--- src/sv/gamepad_edge_and_stick_normalizer_unit_assert.svh ---
// Assertion macros for the gamepad normalizer RTL.
// No dependencies; included by the modules that carry assertions.
`ifndef GAMEPAD_EDGE_AND_STICK_NORMALIZER_UNIT_ASSERT_SVH
`define GAMEPAD_EDGE_AND_STICK_NORMALIZER_UNIT_ASSERT_SVH
`ifndef SYNTHESIS
`define GESN_ASSERT(lbl, clk, rst, prop) \
   lbl: assert property (@(posedge clk) disable iff (rst) prop) \
      else $error("gesn assertion failed");
`define GESN_ASSERT_ALWAYS(lbl, clk, prop) \
   lbl: assert property (@(posedge clk) prop) \
      else $error("gesn assertion failed");
`else
`define GESN_ASSERT(lbl, clk, rst, prop)
`define GESN_ASSERT_ALWAYS(lbl, clk, prop)
`endif
`endif

--- src/sv/gesn_pkg.sv ---
// Shared types and constants for the gamepad edge and stick normalizer.
// No dependencies.
`default_nettype none
package gesn_pkg;

   localparam int NUM_BUTTONS_DEFAULT = 12;

   localparam logic [1:0] KIND_PRESS   = 2'd0;
   localparam logic [1:0] KIND_RELEASE = 2'd1;
   localparam logic [1:0] KIND_AXIS    = 2'd2;

   localparam logic AXIS_X = 1'b0;
   localparam logic AXIS_Y = 1'b1;

   localparam logic [7:0]  CENTRE_RESET = 8'd128;
   localparam logic [7:0]  POS_FULL     = 8'd255;
   localparam logic [15:0] Q15_MAX      = 16'd32767;
   localparam int          DIV_STEPS    = 16;
   localparam int          STEP_W       = $clog2(DIV_STEPS + 1);

   typedef enum logic [1:0] {
      ST_IDLE,
      ST_SCAN,
      ST_DIVIDE
   } state_type;

   typedef struct packed {
      logic capture;
      logic scan_step;
      logic div_start;
      logic div_axis;
      logic div_step;
      logic emit_axis;
   } cmd_type;

   typedef struct packed {
      logic diff_bit;
      logic scan_last;
      logic x_changed;
      logic y_changed;
      logic div_done;
      logic div_axis;
      logic out_free;
   } status_type;

endpackage
`default_nettype wire

--- src/sv/gesn_datapath.sv ---
// Datapath: held button state, stick calibration, serial Q1.15 divider
// and the result register. Depends on gesn_pkg.
`default_nettype none
module gesn_datapath #(
   parameter int NUM_BUTTONS = gesn_pkg::NUM_BUTTONS_DEFAULT
) (
   input  wire logic                   clock,
   input  wire logic                   reset,
   input  wire logic [NUM_BUTTONS-1:0] req_button_bits,
   input  wire logic [7:0]             req_stick_x,
   input  wire logic [7:0]             req_stick_y,
   input  wire gesn_pkg::cmd_type      cmd,
   output gesn_pkg::status_type        status,
   input  wire logic                   rsp_ready,
   output logic                        rsp_valid,
   output logic [1:0]                  rsp_event_kind,
   output logic [3:0]                  rsp_button_index,
   output logic                        rsp_axis_select,
   output logic signed [15:0]          rsp_axis_value,
   output logic                        rsp_last_event
);

   localparam int IDX_W = (NUM_BUTTONS > 1) ? $clog2(NUM_BUTTONS) : 1;

   // persistent state
   logic [NUM_BUTTONS-1:0] held_ff, held_in;
   logic                   calibrated_ff, calibrated_in;
   logic [7:0]             centre_x_ff, centre_x_in;
   logic [7:0]             centre_y_ff, centre_y_in;
   logic [7:0]             prior_x_ff, prior_x_in;
   logic [7:0]             prior_y_ff, prior_y_in;

   // per-poll work registers
   logic [NUM_BUTTONS-1:0] diff_ff, diff_in;
   logic [NUM_BUTTONS-1:0] now_ff, now_in;
   logic [IDX_W-1:0]       idx_ff, idx_in;
   logic                   xch_ff, xch_in;
   logic                   ych_ff, ych_in;

   // divider
   logic [8:0]                  rem_ff, rem_in;
   logic [15:0]                 quo_ff, quo_in;
   logic [gesn_pkg::STEP_W-1:0] step_ff, step_in;
   logic [7:0]                  range_ff, range_in;
   logic                        neg_ff, neg_in;
   logic                        axis_ff, axis_in;

   // result register
   logic        valid_ff, valid_in;
   logic [1:0]  kind_ff, kind_in;
   logic [3:0]  bidx_ff, bidx_in;
   logic        asel_ff, asel_in;
   logic [15:0] value_ff, value_in;
   logic        last_ff, last_in;

   logic                   out_free;
   logic                   diff_bit;
   logic [NUM_BUTTONS-1:0] idx_mask;
   logic [NUM_BUTTONS-1:0] diff_rest;
   logic [IDX_W+3:0]       idx_wide;
   logic [7:0]             div_pos;
   logic [7:0]             div_ctr;
   logic                   div_ge;
   logic [8:0]             div_diff;
   logic [15:0]            q_sat;
   logic [15:0]            q_signed;

   assign out_free  = !valid_ff || rsp_ready;
   assign diff_bit  = diff_ff[idx_ff];
   assign idx_mask  = NUM_BUTTONS'(1) << idx_ff;
   assign diff_rest = diff_ff & ~idx_mask;
   assign idx_wide  = {4'b0000, idx_ff};

   assign div_pos  = cmd.div_axis ? prior_y_ff : prior_x_ff;
   assign div_ctr  = cmd.div_axis ? centre_y_ff : centre_x_ff;
   assign div_ge   = rem_ff >= {1'b0, range_ff};
   assign div_diff = rem_ff - (div_ge ? {1'b0, range_ff} : 9'd0);

   // a quotient of exactly 1.0 clips to the largest Q1.15 value
   assign q_sat    = quo_ff[15] ? gesn_pkg::Q15_MAX : quo_ff;
   assign q_signed = neg_ff ? (16'd0 - q_sat) : q_sat;

   always_comb begin
      held_in       = held_ff;
      calibrated_in = calibrated_ff;
      centre_x_in   = centre_x_ff;
      centre_y_in   = centre_y_ff;
      prior_x_in    = prior_x_ff;
      prior_y_in    = prior_y_ff;
      diff_in       = diff_ff;
      now_in        = now_ff;
      idx_in        = idx_ff;
      xch_in        = xch_ff;
      ych_in        = ych_ff;
      rem_in        = rem_ff;
      quo_in        = quo_ff;
      step_in       = step_ff;
      range_in      = range_ff;
      neg_in        = neg_ff;
      axis_in       = axis_ff;
      kind_in       = kind_ff;
      bidx_in       = bidx_ff;
      asel_in       = asel_ff;
      value_in      = value_ff;
      last_in       = last_ff;
      valid_in      = rsp_ready ? 1'b0 : valid_ff;

      if (cmd.capture) begin
         held_in  = req_button_bits;
         diff_in  = req_button_bits ^ held_ff;
         now_in   = req_button_bits;
         idx_in   = '0;
         prior_x_in = req_stick_x;
         prior_y_in = req_stick_y;
         if (!calibrated_ff) begin
            calibrated_in = 1'b1;
            centre_x_in   = req_stick_x;
            centre_y_in   = req_stick_y;
            xch_in        = 1'b0;
            ych_in        = 1'b0;
         end else begin
            xch_in = prior_x_ff != req_stick_x;
            ych_in = prior_y_ff != req_stick_y;
         end
      end

      if (cmd.scan_step) begin
         idx_in = idx_ff + IDX_W'(1);
         if (diff_bit) begin
            diff_in  = diff_rest;
            valid_in = 1'b1;
            kind_in  = now_ff[idx_ff] ? gesn_pkg::KIND_PRESS : gesn_pkg::KIND_RELEASE;
            bidx_in  = idx_wide[3:0];
            asel_in  = gesn_pkg::AXIS_X;
            value_in = 16'd0;
            last_in  = (diff_rest == '0) && !xch_ff && !ych_ff;
         end
      end

      if (cmd.emit_axis) begin
         valid_in = 1'b1;
         kind_in  = gesn_pkg::KIND_AXIS;
         bidx_in  = 4'd0;
         asel_in  = axis_ff;
         value_in = (range_ff == 8'd0) ? 16'd0 : q_signed;
         last_in  = (axis_ff == gesn_pkg::AXIS_Y) || !ych_ff;
      end

      if (cmd.div_step) begin
         rem_in  = {div_diff[7:0], 1'b0};
         quo_in  = {quo_ff[14:0], div_ge};
         step_in = step_ff + gesn_pkg::STEP_W'(1);
      end

      if (cmd.div_start) begin
         axis_in = cmd.div_axis;
         quo_in  = '0;
         step_in = '0;
         if (div_pos >= div_ctr) begin
            rem_in   = {1'b0, div_pos - div_ctr};
            range_in = gesn_pkg::POS_FULL - div_ctr;
            neg_in   = cmd.div_axis;
         end else begin
            rem_in   = {1'b0, div_ctr - div_pos};
            range_in = div_ctr;
            neg_in   = !cmd.div_axis;
         end
      end
   end

   always_ff @(posedge clock) begin
      if (reset) begin
         held_ff       <= '0;
         calibrated_ff <= 1'b0;
         centre_x_ff   <= gesn_pkg::CENTRE_RESET;
         centre_y_ff   <= gesn_pkg::CENTRE_RESET;
         prior_x_ff    <= gesn_pkg::CENTRE_RESET;
         prior_y_ff    <= gesn_pkg::CENTRE_RESET;
         valid_ff      <= 1'b0;
         step_ff       <= '0;
         idx_ff        <= '0;
      end else begin
         held_ff       <= held_in;
         calibrated_ff <= calibrated_in;
         centre_x_ff   <= centre_x_in;
         centre_y_ff   <= centre_y_in;
         prior_x_ff    <= prior_x_in;
         prior_y_ff    <= prior_y_in;
         valid_ff      <= valid_in;
         step_ff       <= step_in;
         idx_ff        <= idx_in;
      end
   end

   always_ff @(posedge clock) begin
      diff_ff  <= diff_in;
      now_ff   <= now_in;
      xch_ff   <= xch_in;
      ych_ff   <= ych_in;
      rem_ff   <= rem_in;
      quo_ff   <= quo_in;
      range_ff <= range_in;
      neg_ff   <= neg_in;
      axis_ff  <= axis_in;
      kind_ff  <= kind_in;
      bidx_ff  <= bidx_in;
      asel_ff  <= asel_in;
      value_ff <= value_in;
      last_ff  <= last_in;
   end

   always_comb begin
      status.diff_bit  = diff_bit;
      status.scan_last = idx_ff == IDX_W'(NUM_BUTTONS - 1);
      status.x_changed = xch_ff;
      status.y_changed = ych_ff;
      status.div_done  = step_ff == gesn_pkg::STEP_W'(gesn_pkg::DIV_STEPS);
      status.div_axis  = axis_ff;
      status.out_free  = out_free;
   end

   assign rsp_valid        = valid_ff;
   assign rsp_event_kind   = kind_ff;
   assign rsp_button_index = bidx_ff;
   assign rsp_axis_select  = asel_ff;
   assign rsp_axis_value   = value_ff;
   assign rsp_last_event   = last_ff;

endmodule
`default_nettype wire

--- src/sv/gesn_controller.sv ---
// Controller: sequences capture, button scan and the two axis divisions.
// Depends on gesn_pkg and the assertion macro header.
`default_nettype none
`include "gamepad_edge_and_stick_normalizer_unit_assert.svh"
module gesn_controller (
   input  wire logic                 clock,
   input  wire logic                 reset,
   input  wire logic                 req_valid,
   output logic                      req_ready,
   input  wire gesn_pkg::status_type status,
   output gesn_pkg::cmd_type         cmd
);

   gesn_pkg::state_type state_ff, state_in;

   always_ff @(posedge clock) begin
      if (reset) begin
         state_ff <= gesn_pkg::ST_IDLE;
      end else begin
         state_ff <= state_in;
      end
   end

   always_comb begin
      state_in  = state_ff;
      cmd       = '0;
      req_ready = 1'b0;
      case (state_ff)
         gesn_pkg::ST_IDLE: begin
            req_ready = 1'b1;
            if (req_valid) begin
               cmd.capture = 1'b1;
               state_in    = gesn_pkg::ST_SCAN;
            end
         end
         gesn_pkg::ST_SCAN: begin
            // hold the scan while a changed button waits on a full result slot
            if (!status.diff_bit || status.out_free) begin
               cmd.scan_step = 1'b1;
               if (status.scan_last) begin
                  if (status.x_changed) begin
                     cmd.div_start = 1'b1;
                     cmd.div_axis  = gesn_pkg::AXIS_X;
                     state_in      = gesn_pkg::ST_DIVIDE;
                  end else if (status.y_changed) begin
                     cmd.div_start = 1'b1;
                     cmd.div_axis  = gesn_pkg::AXIS_Y;
                     state_in      = gesn_pkg::ST_DIVIDE;
                  end else begin
                     state_in = gesn_pkg::ST_IDLE;
                  end
               end
            end
         end
         gesn_pkg::ST_DIVIDE: begin
            if (!status.div_done) begin
               cmd.div_step = 1'b1;
            end else if (status.out_free) begin
               cmd.emit_axis = 1'b1;
               if (status.div_axis == gesn_pkg::AXIS_X && status.y_changed) begin
                  cmd.div_start = 1'b1;
                  cmd.div_axis  = gesn_pkg::AXIS_Y;
               end else begin
                  state_in = gesn_pkg::ST_IDLE;
               end
            end
         end
         default: begin
            state_in = gesn_pkg::ST_IDLE;
         end
      endcase
   end

   `GESN_ASSERT(a_one_poll_at_a_time, clock, reset, (req_valid && req_ready) |=> !req_ready)
   `GESN_ASSERT(a_button_load_has_room, clock, reset,
      (cmd.scan_step && status.diff_bit) |-> status.out_free)
   `GESN_ASSERT(a_axis_emit_after_divide, clock, reset,
      cmd.emit_axis |-> (status.div_done && status.out_free))
   `GESN_ASSERT_ALWAYS(a_no_step_past_done, clock, cmd.div_step |-> !status.div_done)

endmodule
`default_nettype wire

--- src/sv/gamepad_edge_and_stick_normalizer_unit.sv ---
// Sequence: a capture, then a scan over the buttons (NUM_BUTTONS), then
// per changed axis 16 divider steps followed by the result load. A new
// poll is taken once the previous one is fully issued. Result
// backpressure stalls the scan and the axis result loads.
// Synchronous active-high reset: buttons released, uncalibrated,
// centres and previous positions at 128, no result pending.
`default_nettype none
module gamepad_edge_and_stick_normalizer_unit #(
   parameter int NUM_BUTTONS = gesn_pkg::NUM_BUTTONS_DEFAULT
) (
   input  wire logic                   clock,
   input  wire logic                   reset,
   input  wire logic                   req_valid,
   output logic                        req_ready,
   input  wire logic [NUM_BUTTONS-1:0] req_button_bits,
   input  wire logic [7:0]             req_stick_x,
   input  wire logic [7:0]             req_stick_y,
   output logic                        rsp_valid,
   input  wire logic                   rsp_ready,
   output logic [1:0]                  rsp_event_kind,
   output logic [3:0]                  rsp_button_index,
   output logic                        rsp_axis_select,
   output logic signed [15:0]          rsp_axis_value,
   output logic                        rsp_last_event
);

   gesn_pkg::cmd_type    cmd;
   gesn_pkg::status_type status;

   gesn_controller u_ctrl (
      .clock     (clock),
      .reset     (reset),
      .req_valid (req_valid),
      .req_ready (req_ready),
      .status    (status),
      .cmd       (cmd)
   );

   gesn_datapath #(
      .NUM_BUTTONS (NUM_BUTTONS)
   ) u_dp (
      .clock            (clock),
      .reset            (reset),
      .req_button_bits  (req_button_bits),
      .req_stick_x      (req_stick_x),
      .req_stick_y      (req_stick_y),
      .cmd              (cmd),
      .status           (status),
      .rsp_ready        (rsp_ready),
      .rsp_valid        (rsp_valid),
      .rsp_event_kind   (rsp_event_kind),
      .rsp_button_index (rsp_button_index),
      .rsp_axis_select  (rsp_axis_select),
      .rsp_axis_value   (rsp_axis_value),
      .rsp_last_event   (rsp_last_event)
   );

endmodule
`default_nettype wire
--- config.mk ---
export PLATFORM = sky130hd
export DESIGN_NAME = gamepad_edge_and_stick_normalizer_unit
export DESIGN_NICKNAME = d
export VERILOG_FILES = /design/src/sv/gesn_pkg.sv /design/src/sv/gesn_datapath.sv /design/src/sv/gesn_controller.sv /design/src/sv/gamepad_edge_and_stick_normalizer_unit.sv
export VERILOG_INCLUDE_DIRS = /design/src /design/src/sv
export SDC_FILE = /design/constraint.sdc
export NUM_CORES = 1
export LEC_CHECK = 0
export ABC_CLOCK_PERIOD_IN_PS = 4500
export BUFFER_PORTS_ARGS = -buffer_cell sky130_fd_sc_hd__buf_4
export CAP_MARGIN = 5
export CORE_MARGIN = 2
export CORE_UTILIZATION = 45
export CTS_CLUSTER_SIZE = 14
export DETAILED_ROUTE_END_ITERATION = 6
export GPL_TIMING_DRIVEN = 0
export PLACE_DENSITY = 0.69
export SKIP_CTS_REPAIR_TIMING = 1
export SLEW_MARGIN = 20
export SYNTH_ARGS = -nofsm -noshare
export SYNTH_HDL_FRONTEND = slang
export SYNTH_SLANG_ARGS = --single-unit
--- constraint.sdc ---
create_clock -name clock -period 4.5 [get_ports clock]
set_input_delay 0.225 -clock clock [delete_from_list [all_inputs] [get_ports clock]]
set_output_delay 0.225 -clock clock [all_outputs]
set_load 0.005 [all_outputs]
==> results of run 1 <==
## final timing paths
kind | slack, ns | endpoint
min | 0.007 | u_dp.now_ff[11]
max reg2reg | 0.13 | u_dp.rem_ff[7]
min reg2reg | 0.45 | u_dp.rsp_event_kind[1]
max | 0.13 | u_dp.rem_ff[7]
## worst register-to-register path, cell delays in order, from the launching register on
cell	delay [ns]
sky130_fd_sc_hd__dfxtp_2	0.38
sky130_fd_sc_hd__buf_6	0.18
sky130_fd_sc_hd__mux4_2	0.55
sky130_fd_sc_hd__mux2i_4	0.21
sky130_fd_sc_hd__o21ai_2	0.10
sky130_fd_sc_hd__o21ai_2	0.13
sky130_fd_sc_hd__buf_6	0.17
sky130_fd_sc_hd__buf_8	0.17
sky130_fd_sc_hd__mux2_2	0.39
sky130_fd_sc_hd__ha_1	0.45
sky130_fd_sc_hd__o211ai_1	0.17
sky130_fd_sc_hd__o21ai_0	0.36
sky130_fd_sc_hd__o211ai_1	0.15
sky130_fd_sc_hd__a211oi_1	0.39
sky130_fd_sc_hd__o31a_1	0.22
sky130_fd_sc_hd__o31ai_1	0.08
## stage by stage
step | cells | TNS, ns | cell area [µm²] | util [%] | setup slack, ns
3_3_place_gp | 1167 | -1.845 | 8598 | 49.88 | -0.2197
6_report | 1210 | 0 | 9442 | 54.78 | 0.1325
2_1_floorplan | 886 | 0 | 7896 | - | 0.3914
4_1_cts | 1199 | -2.027 | 9251 | 53.67 | -0.2472
3_5_place_dp | 1167 | -1.706 | 8600 | 49.89 | -0.1975
5_1_grt | 1210 | -0.1247 | 9442 | 54.78 | -0.06454
## per-layer routing
metal,global-route usage [%],wire (µm),vias up
met5,0,0,-
met4,6.019,296,0
met3,3.579,757,28
met2,34.86,9100,167
met1,26.50,8256,3061
li1,-,-,3294
## final cells by class
cell class                 count  share of cell area, %
buffer                        42                  2.213
inverter                      43                  1.723
timing repair buffer          70                  5.778
clock buffer                  18                  4.651
tap                          225                  2.982
clock inverter                14                  2.253
sequential                   142                  35.53
multi-input combinational    656                  44.87
## registers in the layout, summed over array words and instances (netlist names), 8 cells and up
name	flops
u_dp.centre_y_ff	8
u_dp.diff_ff	12
u_dp.rsp_axis_value	16
u_dp.quo_ff	16
u_dp.prior_x_ff	8
u_dp.range_ff	8
u_dp.now_ff	12
u_dp.centre_x_ff	8
u_dp.rem_ff	9
u_dp.prior_y_ff	8
u_dp.held_ff	12
## cells in the final DEF, fill, tap and decap left out, types with 7 or more instances in the layout
cell type,count
sky130_fd_sc_hd__a211oi_1,8
sky130_fd_sc_hd__a21oi_1,92
sky130_fd_sc_hd__a31oi_1,8
sky130_fd_sc_hd__and2_1,7
sky130_fd_sc_hd__buf_2,8
sky130_fd_sc_hd__buf_4,62
sky130_fd_sc_hd__clkbuf_1,27
sky130_fd_sc_hd__clkbuf_16,17
sky130_fd_sc_hd__dfxtp_1,90
sky130_fd_sc_hd__dlygate4sd3_1,8
sky130_fd_sc_hd__edfxtp_1,51
sky130_fd_sc_hd__ha_1,41
sky130_fd_sc_hd__inv_1,39
sky130_fd_sc_hd__mux2i_1,13
sky130_fd_sc_hd__nand2_1,161
sky130_fd_sc_hd__nand2b_1,10
sky130_fd_sc_hd__nand3_1,10
sky130_fd_sc_hd__nor2_1,61
sky130_fd_sc_hd__nor3_1,17
sky130_fd_sc_hd__nor4_1,8
sky130_fd_sc_hd__o21ai_0,41
sky130_fd_sc_hd__o31ai_1,9
sky130_fd_sc_hd__xnor2_1,31
sky130_fd_sc_hd__xor2_1,22
## kinds of logic after synthesis
group | share of synthesized area, %
AND/OR/NAND/NOR | 18.62
multiplexers | 4.595
adder cells (fa/ha/maj) | 7.416
buffers and inverters | 4.785
AO/OA/AOI/OAI | 16.24
XOR/XNOR | 5.879
flip-flops | 42.47
## power by group
part           leakage [nW]  switching (W)  internal, W
sequential             1.23       0.000223      0.00157
combinational          2.18       0.000682     0.000535
clock                 0.322       0.000568      0.00100
total                  3.73        0.00147      0.00311
==> impl_summary.log, run 1 <==
[metrics] outcome: completed
[metrics] root cell of the clock tree: sky130_fd_sc_hd__clkbuf_16
[metrics] number of instances in the synthesized netlist: 886
[metrics] share of flip-flops with an asynchronous set or reset: 0%
[metrics] total area of multi-input combinational cells: 4237 µm²
[metrics] Clock Sinks: 142
[metrics] global placement routability congestion: 0.9065
[metrics] CP Data Required Time: 4.64 ns
[metrics] starting utilization of the core area: 45.81%
[metrics] routed length per instance: 15.22 µm
[metrics] dominant synthesized flop cell: sky130_fd_sc_hd__dfxtp_1
[metrics] number of enable flip-flop cells after synthesis: 51
[metrics] most frequently used cell type in the post-synthesis netlist: sky130_fd_sc_hd__nand2_1
[metrics] Worst Hold Path Cells: 1
[metrics] Period Utilization, post-route: 97.06%
[metrics] first-pass GRT wire length: 30360 µm
[metrics] ordered list of cells on the worst path: buf_6, mux4_2, mux2i_4, o21ai_2, o21ai_2, buf_6, buf_8, mux2_2, ha_1, o211ai_1, o21ai_0, o211ai_1, a211oi_1, o31a_1, o31ai_1
[metrics] critical path depth in cells: 15
[metrics] Post-Syn Nets: 963
[metrics] class of the tightest hold or removal check: in2reg
[metrics] crit path time final: 4.368 ns
[metrics] worst-case reg-to-reg path depth: 15
[metrics] filler cell count: 1565
[metrics] total inserted antenna cells: 0
[metrics] pin slew with the least headroom to its limit: 0.7307 ns
[metrics] list of most frequent post-synthesis cells: 163 x sky130_fd_sc_hd__nand2_1, 93 x sky130_fd_sc_hd__a21oi_1, 91 x sky130_fd_sc_hd__dfxtp_1
[metrics] Min-Delay Startpoint: req_button_bits[11]
[metrics] worst reg2reg path startpoint: u_dp.idx_ff[0]
[metrics] horizontal die dimension: 136.5 µm
[metrics] cell with the largest stage delay on the worst path: sky130_fd_sc_hd__mux4_2
[metrics] DR vias/cell: 5.413
[metrics] CTS buffer count: 17
[metrics] total chip power: 0.004579 W
[metrics] wire length after detailed routing: 18410 µm
[metrics] pin count of the biggest net entering global routing: 24
[metrics] post-synthesis cell type count: 72
[metrics] Pwr Density: 485.0 nW/µm²
[metrics] nature of the critical path endpoint: register
[metrics] Worst VDD drop: 0.3193 mV
[metrics] Die Ht: 136.5 µm
[metrics] remaining global-route overflow: 0
[metrics] top cell family by delay on the critical path: compound AO/OA/AOI/OAI gates
[metrics] leak pwr: 3.733 nW
[metrics] Detail Placement HPWL: 13270 µm
[metrics] initial antenna violation count: 0
[metrics] post-synth design cell area: 7896 µm²
[metrics] fraction of post-synthesis cell area in the top cell type by area: 23.07%
[metrics] unrepaired setup endpoints after global routing: true
[metrics] Relative slew margins: 51.17%
[metrics] fraction of the yosys area taken by sequential cells: 42.47%
[metrics] number of H-tree levels: 4
[metrics] total iterations of the first detailed-routing run: 5
[metrics] via count of the first global-routing pass: 6204
[metrics] count of buffer and inverter cells on the critical path: 3
[metrics] startpoint type of the worst setup path: register
[metrics] full die area: 18620 µm²
[metrics] crit path kind: reg2reg
[metrics] FMAX: 229.0 MHz
[metrics] drc violations: 0
[metrics] flip-flop and latch count after synthesis: 142
[metrics] growth of design area from synthesis to finish: 19.57%
[metrics] hold slack final: 0.006975 ns
[metrics] worst clock skew on the final layout: 0.008845 ns
[metrics] Finish-stage setup viols: 0
[metrics] crit path from: u_dp.idx_ff[0]
[metrics] worst-path fanout max: 10
[metrics] Layout Nets: 1049
[metrics] remaining antenna violation count: 0
[metrics] Arr. time, crit path: 4.51 ns
[metrics] largest cells by area after synthesis: sky130_fd_sc_hd__dfxtp_1 23%, sky130_fd_sc_hd__edfxtp_1 19%, sky130_fd_sc_hd__nand2_1 7.7%
[metrics] max-slew violations: 0
[metrics] Synth warnings: 0
[metrics] CTS tree: built
[metrics] Post-Synthesis Mean Instance Area: 8.912 µm²
[metrics] I/O pin cnt: 58
[metrics] maximum buffer depth of the clock tree: 2
[metrics] most area-hungry cell type in the Yosys netlist: sky130_fd_sc_hd__dfxtp_1
[metrics] all-layer global routing usage: 20.45%
[metrics] Storage cell area: 3354 µm²
[metrics] core box area: 17240 µm²
[metrics] reported max-cap violation count: 0
[metrics] number of violations reported at the end of detailed-routing iteration 0: 395
[metrics] insertion delay of the later-clocked pin in the worst-skew pair: 0.42 ns
[metrics] clock slew seen by the registers of the worst setup and hold paths: 0.06 ns
[metrics] fraction of layout cells with a size suffix above 1: 14.62%
[metrics] number of hold violations in the final report: 0
[metrics] Port Buffers: 56
[metrics] standard-cell row count: 48
[metrics] biggest cell delay along the critical path: 0.54 ns
[metrics] Vias: 6550
(Power assumes the default switching activity.)
==> inputs of run 2 (changes only) <==
--- a/config.mk
+++ b/config.mk
@@ -6,15 +6,18 @@
 export SDC_FILE = /design/constraint.sdc
 export NUM_CORES = 1
 export LEC_CHECK = 0
+export ABC_AREA = 1
 export ABC_CLOCK_PERIOD_IN_PS = 4500
 export BUFFER_PORTS_ARGS = -buffer_cell sky130_fd_sc_hd__buf_4
 export CAP_MARGIN = 5
+export CELL_PAD_IN_SITES_DETAIL_PLACEMENT = 0
+export CELL_PAD_IN_SITES_GLOBAL_PLACEMENT = 1
 export CORE_MARGIN = 2
 export CORE_UTILIZATION = 45
 export CTS_CLUSTER_SIZE = 14
 export DETAILED_ROUTE_END_ITERATION = 6
 export GPL_TIMING_DRIVEN = 0
-export PLACE_DENSITY = 0.69
+export PLACE_DENSITY = 0.87
 export SKIP_CTS_REPAIR_TIMING = 1
 export SLEW_MARGIN = 20
 export SYNTH_ARGS = -nofsm -noshare
==> run 2 against run 1 <==
Effect of this change: sequential cell count is the same; non-clock buffer count shrank 2; critical path depth is 11 higher; hold slack about the same; via count is 6.9% higher; total power rose by 30%; routed wire length is 8.2% higher; area after synthesis grew 4.3%; largest power group is now combinational cells.
==> impl_summary.log, run 2 <==
[metrics] outcome: completed (unchanged)
[metrics] sum of negative setup slack: 0 ns (unchanged)
[metrics] Layout Nets: 1224 (was 1049)
[metrics] I/O pin cnt: 58 (unchanged)
[metrics] DR vias/cell: 5.041 (was 5.413)
[metrics] remaining antenna violation count: 0 (unchanged)
[metrics] pin slew with the least headroom to its limit: 0.7868 ns (was 0.7307 ns)
[metrics] Worst Hold Path Cells: 1 (unchanged)
[metrics] unrepaired setup endpoints after global routing: false (was true)
[metrics] pin count of the biggest net entering global routing: 24 (unchanged)
[metrics] Worst VDD drop: 0.3567 mV (was 0.3193 mV)
[metrics] startpoint type of the worst setup path: register (unchanged)
[metrics] drc violations: 0 (unchanged)
[metrics] total iterations of the first detailed-routing run: 5 (unchanged)
[metrics] CP Data Required Time: 4.77 ns (was 4.64 ns)
[metrics] reported max-cap violation count: 0 (unchanged)
[metrics] max-slew violations: 0 (unchanged)
[metrics] Relative slew margins: 47.42% (was 51.17%)
[metrics] crit path time final: 4.027 ns (was 4.368 ns)
[metrics] first-pass GRT wire length: 33000 µm (was 30360 µm)
[metrics] horizontal die dimension: 139.3 µm (was 136.5 µm)
[metrics] wire length after detailed routing: 19930 µm (was 18410 µm)
[metrics] number of hold violations in the final report: 0 (unchanged)
[metrics] Port Buffers: 57 (was 56)
[metrics] Clock Sinks: 142 (unchanged)
[metrics] fraction of the yosys area taken by sequential cells: 40.70% (was 42.47%)
[metrics] worst clock skew on the final layout: 0.007832 ns (was 0.008845 ns)
[metrics] root cell of the clock tree: sky130_fd_sc_hd__clkbuf_16 (unchanged)
[metrics] maximum buffer depth of the clock tree: 2 (unchanged)
[metrics] leak pwr: 4.309 nW (was 3.733 nW)
[metrics] CTS buffer count: 17 (unchanged)
[metrics] total chip power: 0.005968 W (was 0.004579 W)
[metrics] initial antenna violation count: 1 (was 0)
[metrics] hold slack final: 0.007153 ns (was 0.006975 ns)
[metrics] Finish-stage setup viols: 0 (unchanged)
[metrics] number of H-tree levels: 4 (unchanged)
[metrics] growth of design area from synthesis to finish: 16.63% (was 19.57%)
[metrics] starting utilization of the core area: 45.87% (was 45.81%)
[metrics] post-synthesis cell type count: 50 (was 72)
[metrics] FMAX: 248.3 MHz (was 229.0 MHz)
[metrics] setup slack of the critical path after layout: 0.4727 ns (was 0.1325 ns)
[metrics] full die area: 19410 µm² (was 18620 µm²)
[metrics] cell area after placement: 8955 µm² (was 8600 µm²)
[metrics] terminating pin of the worst hold path: u_dp.now_ff[11] (unchanged)
[metrics] Detail Placement HPWL: 15110 µm (was 13270 µm)
[metrics] Post-Synthesis Mean Instance Area: 7.765 µm² (was 8.912 µm²)
[metrics] flip-flop and latch count after synthesis: 142 (unchanged)
[metrics] commonest cells after routing, fill and taps aside: 193 x sky130_fd_sc_hd__nand2_1, 146 x sky130_fd_sc_hd__inv_1, 98 x sky130_fd_sc_hd__o21ai_0 (was 161 x sky130_fd_sc_hd__nand2_1, 92 x sky130_fd_sc_hd__a21oi_1, 90 x sky130_fd_sc_hd__dfxtp_1)
[metrics] standard-cell row count: 49 (was 48)
[metrics] most common cell after layout, fill and taps aside: sky130_fd_sc_hd__nand2_1 (unchanged)
[metrics] via count of the first global-routing pass: 6704 (was 6204)
[metrics] remaining global-route overflow: 0 (unchanged)
[metrics] most area-hungry cell type in the Yosys netlist: sky130_fd_sc_hd__dfxtp_1 (unchanged)
[metrics] worst-path fanout max: 10 (unchanged)
[metrics] insertion delay of the later-clocked pin in the worst-skew pair: 0.43 ns (was 0.42 ns)
[metrics] nature of the critical path endpoint: register (unchanged)
[metrics] all-layer global routing usage: 21.04% (was 20.45%)
[metrics] core box area: 17960 µm² (was 17240 µm²)
[metrics] list of most frequent post-synthesis cells: 193 x sky130_fd_sc_hd__nand2_1, 146 x sky130_fd_sc_hd__inv_1, 98 x sky130_fd_sc_hd__o21ai_0 (was 163 x sky130_fd_sc_hd__nand2_1, 93 x sky130_fd_sc_hd__a21oi_1, 91 x sky130_fd_sc_hd__dfxtp_1)
[metrics] global placement routability congestion: 0.8537 (was 0.9065)
[metrics] worst flop-to-flop path endpoint: u_dp.rem_ff[5] (was u_dp.rem_ff[7])
[metrics] Min-Delay Startpoint: req_button_bits[11] (unchanged)
[metrics] number of instances in the synthesized netlist: 1061 (was 886)
[metrics] clock slew seen by the registers of the worst setup and hold paths: 0.06 ns (about the same)
[metrics] FF-to-FF setup slack: 0.47 ns (was 0.13 ns)
[metrics] number of violations reported at the end of detailed-routing iteration 0: 518 (was 395)
[metrics] post-synth design cell area: 8239 µm² (was 7896 µm²)
[metrics] Die Ht: 139.3 µm (was 136.5 µm)
[metrics] worst setup slack after placement: 0.3708 ns (was -0.1975 ns)
[metrics] Pwr Density: 621.1 nW/µm² (was 485.0 nW/µm²)
[metrics] worst reg2reg path startpoint: u_dp.step_ff[0] (was u_dp.idx_ff[0])
[metrics] class of the tightest hold or removal check: in2reg (unchanged)
[metrics] Arr. time, crit path: 4.30 ns (was 4.51 ns)
[metrics] CTS tree: built (unchanged)
[metrics] Vias: 7002 (was 6550)
[metrics] Synth warnings: 0 (unchanged)
[metrics] post-route design area: 9609 µm² (was 9442 µm²)
[metrics] most frequently used cell type in the post-synthesis netlist: sky130_fd_sc_hd__nand2_1 (unchanged)
[metrics] largest cells by area after synthesis: sky130_fd_sc_hd__dfxtp_1 22%, sky130_fd_sc_hd__edfxtp_1 19%, sky130_fd_sc_hd__nand2_1 8.8% (was sky130_fd_sc_hd__dfxtp_1 23%, sky130_fd_sc_hd__edfxtp_1 19%, sky130_fd_sc_hd__nand2_1 7.7%)
[metrics] Post-Syn Nets: 1138 (was 963)
[metrics] fraction of layout cells with a size suffix above 1: 13.53% (was 14.62%)
[metrics] number of enable flip-flop cells after synthesis: 51 (unchanged)
[metrics] fraction of post-synthesis cell area in the top cell type by area: 22.11% (was 23.07%)
[metrics] routed length per instance: 14.35 µm (was 15.22 µm)
[metrics] share of flip-flops with an asynchronous set or reset: 0% (unchanged)
[metrics] filler cell count: 1744 (was 1565)
[metrics] total inserted antenna cells: 0 (unchanged)
[metrics] dominant synthesized flop cell: sky130_fd_sc_hd__dfxtp_1 (unchanged)
[metrics] worst-case reg-to-reg path depth: 26 (was 15)
[metrics] crit path kind: reg2reg (unchanged)
[metrics] Period Utilization, post-route: 89.50% (was 97.06%)
==> run 2: cell count changes in the layout (fill, tap and decap cells not counted), sizes merged, moves of 12 or more <==
cell,previous run,this run
nand3,10,58
mux2i,17,1
inv,41,156
xnor2,31,8
nor2,63,93
o21ai,45,113
o31ai,12,0
nand2,163,214
==> run 2: critical path: stages (launching register included) <==
cell                      delay [ns]
sky130_fd_sc_hd__dfxtp_1        0.33
sky130_fd_sc_hd__inv_1          0.08
sky130_fd_sc_hd__ha_1           0.15
sky130_fd_sc_hd__nand2_1        0.07
sky130_fd_sc_hd__nor4_1         0.23
sky130_fd_sc_hd__inv_1          0.12
sky130_fd_sc_hd__nor2_4         0.20
sky130_fd_sc_hd__nand2_1        0.16
sky130_fd_sc_hd__nand2_4        0.19
sky130_fd_sc_hd__nand2_8        0.10
sky130_fd_sc_hd__buf_6          0.16
sky130_fd_sc_hd__nand2_1        0.07
sky130_fd_sc_hd__o21ai_2        0.09
sky130_fd_sc_hd__inv_1          0.07
sky130_fd_sc_hd__ha_1           0.16
sky130_fd_sc_hd__inv_1          0.06
sky130_fd_sc_hd__fa_1           0.41
sky130_fd_sc_hd__a21oi_1        0.25
sky130_fd_sc_hd__inv_1          0.09
sky130_fd_sc_hd__nand2_1        0.08
sky130_fd_sc_hd__nand3_2        0.16
sky130_fd_sc_hd__inv_1          0.19
sky130_fd_sc_hd__buf_4          0.21
sky130_fd_sc_hd__nand2_1        0.07
sky130_fd_sc_hd__nand2_1        0.06
sky130_fd_sc_hd__nand2_1        0.05
sky130_fd_sc_hd__o21ai_0        0.07
==> run 2: worst max-delay path by stage <==
stage                endpoint  cells after the start       startpoint
2_1_floorplan  u_dp.rem_ff[4]                     26  u_dp.step_ff[0]
3_3_place_gp   u_dp.rem_ff[5]                     26  u_dp.step_ff[0]
3_5_place_dp   u_dp.rem_ff[2]                     24  u_dp.step_ff[0]
4_1_cts        u_dp.rem_ff[5]                     26  u_dp.step_ff[0]
5_1_grt        u_dp.rem_ff[5]                     26  u_dp.step_ff[0]
6_report       u_dp.rem_ff[5]                     26  u_dp.step_ff[0]
==> run 2: per-stage QoR <==
| step | util (%) | cells |
|---|---|---|
| after global placement | 49.84 | 1347 |
| after floorplan | - | 1061 |
| after detailed placement | 49.85 | 1347 |
| final | 53.49 | 1389 |
| after global routing | 53.49 | 1389 |
| after CTS | 52.91 | 1379 |
==> run 2: power breakdown <==
part | total, W | internal [W] | switching, W
registers | 0.00198 | 0.00175 | 0.000230
logic | 0.00266 | 0.000989 | 0.00167
clock network | 0.00132 | 0.000758 | 0.000564
total | 0.00597 | 0.00350 | 0.00247
==> run 2: layout make-up <==
type / instances / area [µm²] / share of cell area (%)
plain buffers: 43 / 252.7 / 2.630
clock inverters: 14 / 120.1 / 1.250
repair buffers: 67 / 528.0 / 5.495
multi-input cells: 722 / 4051 / 42.16
well taps: 229 / 286.5 / 2.982
flip-flops and latches: 142 / 3353 / 34.90
clock buffers: 18 / 429.2 / 4.466
inverters: 154 / 588.1 / 6.120
==> run 2: metal layers <==
metal / vias to the layer above / track usage (%) / part of all wire, % / routed length, µm
li1: 3672 / - / - / -
met4: 2 / 6.752 / 1.7 / 332
met5: - / 0 / 0.055 / 11
met1: 3166 / 28.58 / 48 / 9659
met2: 134 / 34.11 / 45 / 9047
met3: 28 / 3.854 / 4.4 / 876
==> run 2: kinds of logic after synthesis <==
| group | count (synthesis) | share of synthesized area, % |
|---|---|---|
| buffers and inverters | 197 | 10.19 |
| AOI/OAI and AO/OA | 246 | 16.64 |
| and+or+nand+nor | 398 | 21.84 |
| xor gates and xnor gates | 32 | 3.402 |
| DFF | 142 | 40.70 |
| muxes | 1 | 0.1215 |
| adders and majority gates | 45 | 7.107 |
